$ cat src/hw/rtl/sorot_pkg.sv
// Package: sector range overlap table types, constants and commands.
`default_nettype none
package sorot_pkg;

  localparam int ENTRIES  = 64;
  localparam int IDX_W    = $clog2(ENTRIES);
  localparam int CNT_W    = $clog2(ENTRIES + 1);
  localparam int SECTOR_W = 48;
  localparam int COUNT_W  = 16;
  localparam int END_W    = SECTOR_W + 1;

  typedef enum logic [1:0] {
    CMD_ADD    = 2'd0,
    CMD_REMOVE = 2'd1,
    CMD_QUERY  = 2'd2,
    CMD_CLEAR  = 2'd3
  } cmd_t;

  typedef struct packed {
    cmd_t                command;
    logic [SECTOR_W-1:0] start_sector;
    logic [COUNT_W-1:0]  sector_count;
  } req_t;

  typedef struct packed {
    logic status;
    logic hit;
  } rsp_t;

  typedef struct packed {
    logic [SECTOR_W-1:0] start;
    logic [COUNT_W-1:0]  count;
  } entry_t;

  typedef struct packed {
    logic start_eq;
    logic overlap;
  } match_t;

endpackage
`default_nettype wire

$ cat src/hw/rtl/sorot_match.sv
// Compare of one stored range against the request: start equality and inclusive overlap.
`default_nettype none
module sorot_match
  import sorot_pkg::*;
(
  input  entry_t              ent,
  input  logic [SECTOR_W-1:0] key_start,
  input  logic [END_W-1:0]    key_end,
  output match_t              result
);

  logic [END_W-1:0] ent_end;

  // stored counts are never zero
  assign ent_end = {1'b0, ent.start} + END_W'(ent.count) - END_W'(1);

  assign result.start_eq = (ent.start == key_start);
  assign result.overlap  = ({1'b0, key_start} <= ent_end) &&
                           ({1'b0, ent.start} <= key_end);

endmodule
`default_nettype wire

$ cat config.mk
export PLATFORM = sky130hd
export DESIGN_NAME = sorot_match
export DESIGN_NICKNAME = d
export VERILOG_FILES = /design/src/hw/rtl/sorot_pkg.sv /design/src/hw/rtl/sorot_match.sv
export SDC_FILE = /design/constraint.sdc
export NUM_CORES = 1
export LEC_CHECK = 0
export BUFFER_PORTS_ARGS = -buffer_cell sky130_fd_sc_hd__buf_2
export CAP_MARGIN = 10
export CORE_MARGIN = 5
export CORE_UTILIZATION = 45
export DETAILED_ROUTE_END_ITERATION = 7
export PLACE_DENSITY = 0.74
export SLEW_MARGIN = 20
export SYNTH_ARGS = -nofsm -noshare
export SYNTH_HDL_FRONTEND = slang
export SYNTH_SLANG_ARGS = --single-unit
$ cat constraint.sdc
create_clock -name vclk -period 6.7
set_clock_uncertainty 0.2 [all_clocks]
set_input_delay 1.34 -clock vclk [all_inputs]
set_output_delay 1.34 -clock vclk [all_outputs]
set_load 0.005 [all_outputs]
==> flow_summary.json <==
{
  "yosysMostFrequentCell": "inv_1",
  "grt_max_degree": 7,
  "whs_endpoint": "result[0]",
  "dieArea_um2": 15400,
  "stdcell_count": 1358,
  "synthTopCellsByArea": "ha_1 (34%), inv_1 (11%), xor2_1 (10%), a21o_1 (7.1%), a21oi_1 (6.6%)",
  "coreArea_um2": 12700,
  "routed_wl_mm": 21.9,
  "p_sw_share_pct": 49.3,
  "worst_slack_ps": -563,
  "netlist_instances": 833,
  "initial_core_util_pct": 46.2,
  "synth_top_family_by_area": "adder cells",
  "area_growth_pct": 53.7,
  "hold_path_class": "input port to primary output",
  "drcViolationCount": 0,
  "fin_crit_ps": 7260,
  "hold_buffers": 0,
  "gp_congestion": 0.984,
  "utilization_pct": 71.0,
  "timing_worst_setup_path_type": "input port to primary output",
  "min_from": "ent[63]",
  "violations": "negative setup slack",
  "drt-wirelength-per-cell_um": 16.2,
  "grt_use_met3_pct": 2.41,
  "placed_cells": 1329,
  "cp.required_ps": 5160,
  "drtIter0Drc": 413,
  "syn-cell-area_um2": 5850,
  "synth-adder-area-share_pct": 34.3,
  "grt_busiest_layer": "met2",
  "worst-path-max-fanout": 4,
  "io_pins": 163,
  "grt_pass1_wl_mm": 33.3,
  "slew_headroom_pct": 55.9,
  "drive_above_1_share_pct": 38.0,
  "peakVddDrop_mv": 0.0532,
  "grt.total_usage_pct": 26.7,
  "period_share_pct": 108,
  "nClkBuffers": 0,
  "design_area_um2": 9000,
  "crit_arrival_ps": 5720,
  "power_density_nw_per_um2": 109,
  "gr-total-overflow": 0,
  "rsz0062_at_grt": "true",
  "dr.pass1.iters": 5,
  "synth.mux.area_fraction_pct": 0.171,
  "synth_fp_nets": 1154,
  "power_switching_w": 0.000484,
  "synth_xor_area_share_pct": 13.6,
  "synth-compound-area-share_pct": 25.0,
  "yosys.cell_types.count": 52,
  "fp-row-count": 41,
  "fin_nets": 1507,
  "p_clk_share_pct": 0,
  "hold_viol": 0,
  "synth.avg_cell_area_um2": 7.03,
  "slew_violations": 0,
  "pwr-share-comb_pct": 100.0,
  "setup-violations-final": 1,
  "die_y_um": 124,
  "worstMarginPinSlew_ps": 656,
  "status": "finished, violations left",
  "finalPower_w": 0.000981,
  "via_per_inst": 5.34,
  "seqCellArea_um2": 0,
  "ys.warnings.count": 0,
  "seq_power_share_pct": 0,
  "antenna_left": 0,
  "die_x_um": 124,
  "worstSetupEndpointType": "primary output",
  "numPortBuffers": 163,
  "grtUsageMet1_pct": 34.3,
  "intPower_w": 0.000497,
  "critPathLaunchType": "input port",
  "seq_cells": 0,
  "grt_antenna_before_repair": 2,
  "maxCapViolCount": 0,
  "p_leak_nw": 5.02,
  "synth_top_area_cell": "ha_1",
  "grt_pass1_vias": 7158,
  "hold_ws_ps": 3010,
  "fmax_mhz": 138,
  "holdPathStages": 4,
  "hpwl_mm": 18.6,
  "yosysSeqAreaShare_pct": 0,
  "placed_area_um2": 8230,
  "synthSimpleGateAreaFrac_pct": 15.9,
  "synth_top_area_share_pct": 34.0,
  "ys_top_cells_by_count": "inv_1 (164), ha_1 (159), a21oi_1 (77)",
  "vias": 7249,
  "use_met2_pct": 47.2
}
==> placed cells by master (no fill, tap or decap), drive strengths merged, types with 6 or more instances in the layout <==
cell,count
ha,159
o21a,8
xor2,67
a21oi,78
nand4,28
inv,164
o21bai,8
nor2,38
nor2b,8
nor3,7
nand2,44
buf,356
nand3,21
a21o,55
nor4,18
o21ai,38
a211oi,6
xnor2,24
==> repair_timing <==
| item | in CTS | in global routing |
|---|---|---|
| pin swaps | 38 | 45 |
| endpoints found under the setup margin | 1 | 1 |
| hold endpoints to repair | 0 | 0 |
| resized for setup | 61 | 60 |
| buffers inserted | 20 | 8 |
==> area by class of cell <==
class                           instances  area (um2)
Antenna cell                            2        5.00
Inverter                              164         631
Tap cell                              172         215
Multi-Input combinational cell        664        5760
Timing Repair Buffer                  356        2380
Fill cell                            1066        3670
==> worst max-delay path, stage by stage <==
cell,delay (ps)
buf_8,80
inv_4,30
ha_4,250
inv_2,40
ha_4,280
nand3_4,80
or3_4,380
o211a_4,270
a211o_1,320
a21oi_2,170
o221ai_4,150
buf_12,150
o41a_1,380
xor2_1,150
ha_1,310
a21o_1,160
a21o_1,180
a21oi_1,250
o221ai_2,140
a211oi_2,270
a2111oi_4,90
a21oi_2,120
buf_2,120
==> worst max-delay path by stage <==
stage          cells after the start  slack, ps  startpoint         to
6_report                          23       -560     ent[23]  result[0]
5_1_grt                           23       -700     ent[23]  result[0]
4_1_cts                           22       -580     ent[26]  result[0]
3_5_place_dp                      25       -980     ent[17]  result[0]
3_3_place_gp                      25       -880     ent[17]  result[0]
2_1_floorplan                     22         10      ent[1]  result[0]
==> stage by stage <==
stage / setup TNS, ps / setup WS, ps
6_report: -563 / -563
5_1_grt: -703 / -703
4_1_cts: -575 / -575
3_5_place_dp: -977 / -977
3_3_place_gp: -876 / -876
2_1_floorplan: 0 / 14.4
==> per-layer routing <==
metal  share of wire (%)  up-vias
met5                   0        -
met4                 3.1        0
met3                 6.7       46
met2                  49      253
met1                  42     3299
li1                    -     3651
==> power groups by stage <==
stage / Sequential, W / Combinational [W] / Clock, W
after floorplan: 0 / 0.000492 / 0
after CTS: 0 / 0.000902 / 0
final: 0 / 0.000981 / 0.0000000000400
after global placement: 0 / 0.000827 / 0
after global routing: 0 / 0.00108 / 0.0000000000400
after detailed placement: 0 / 0.000841 / 0
==> kinds of logic after synthesis <==
family          count (synthesis)
simple gates                  185
xor+xnor                       91
fa+ha+maj                     160
mux                             1
buf+inv                       169
compound gates                227
No activity file was read; power rests on OpenSTA's default activity.
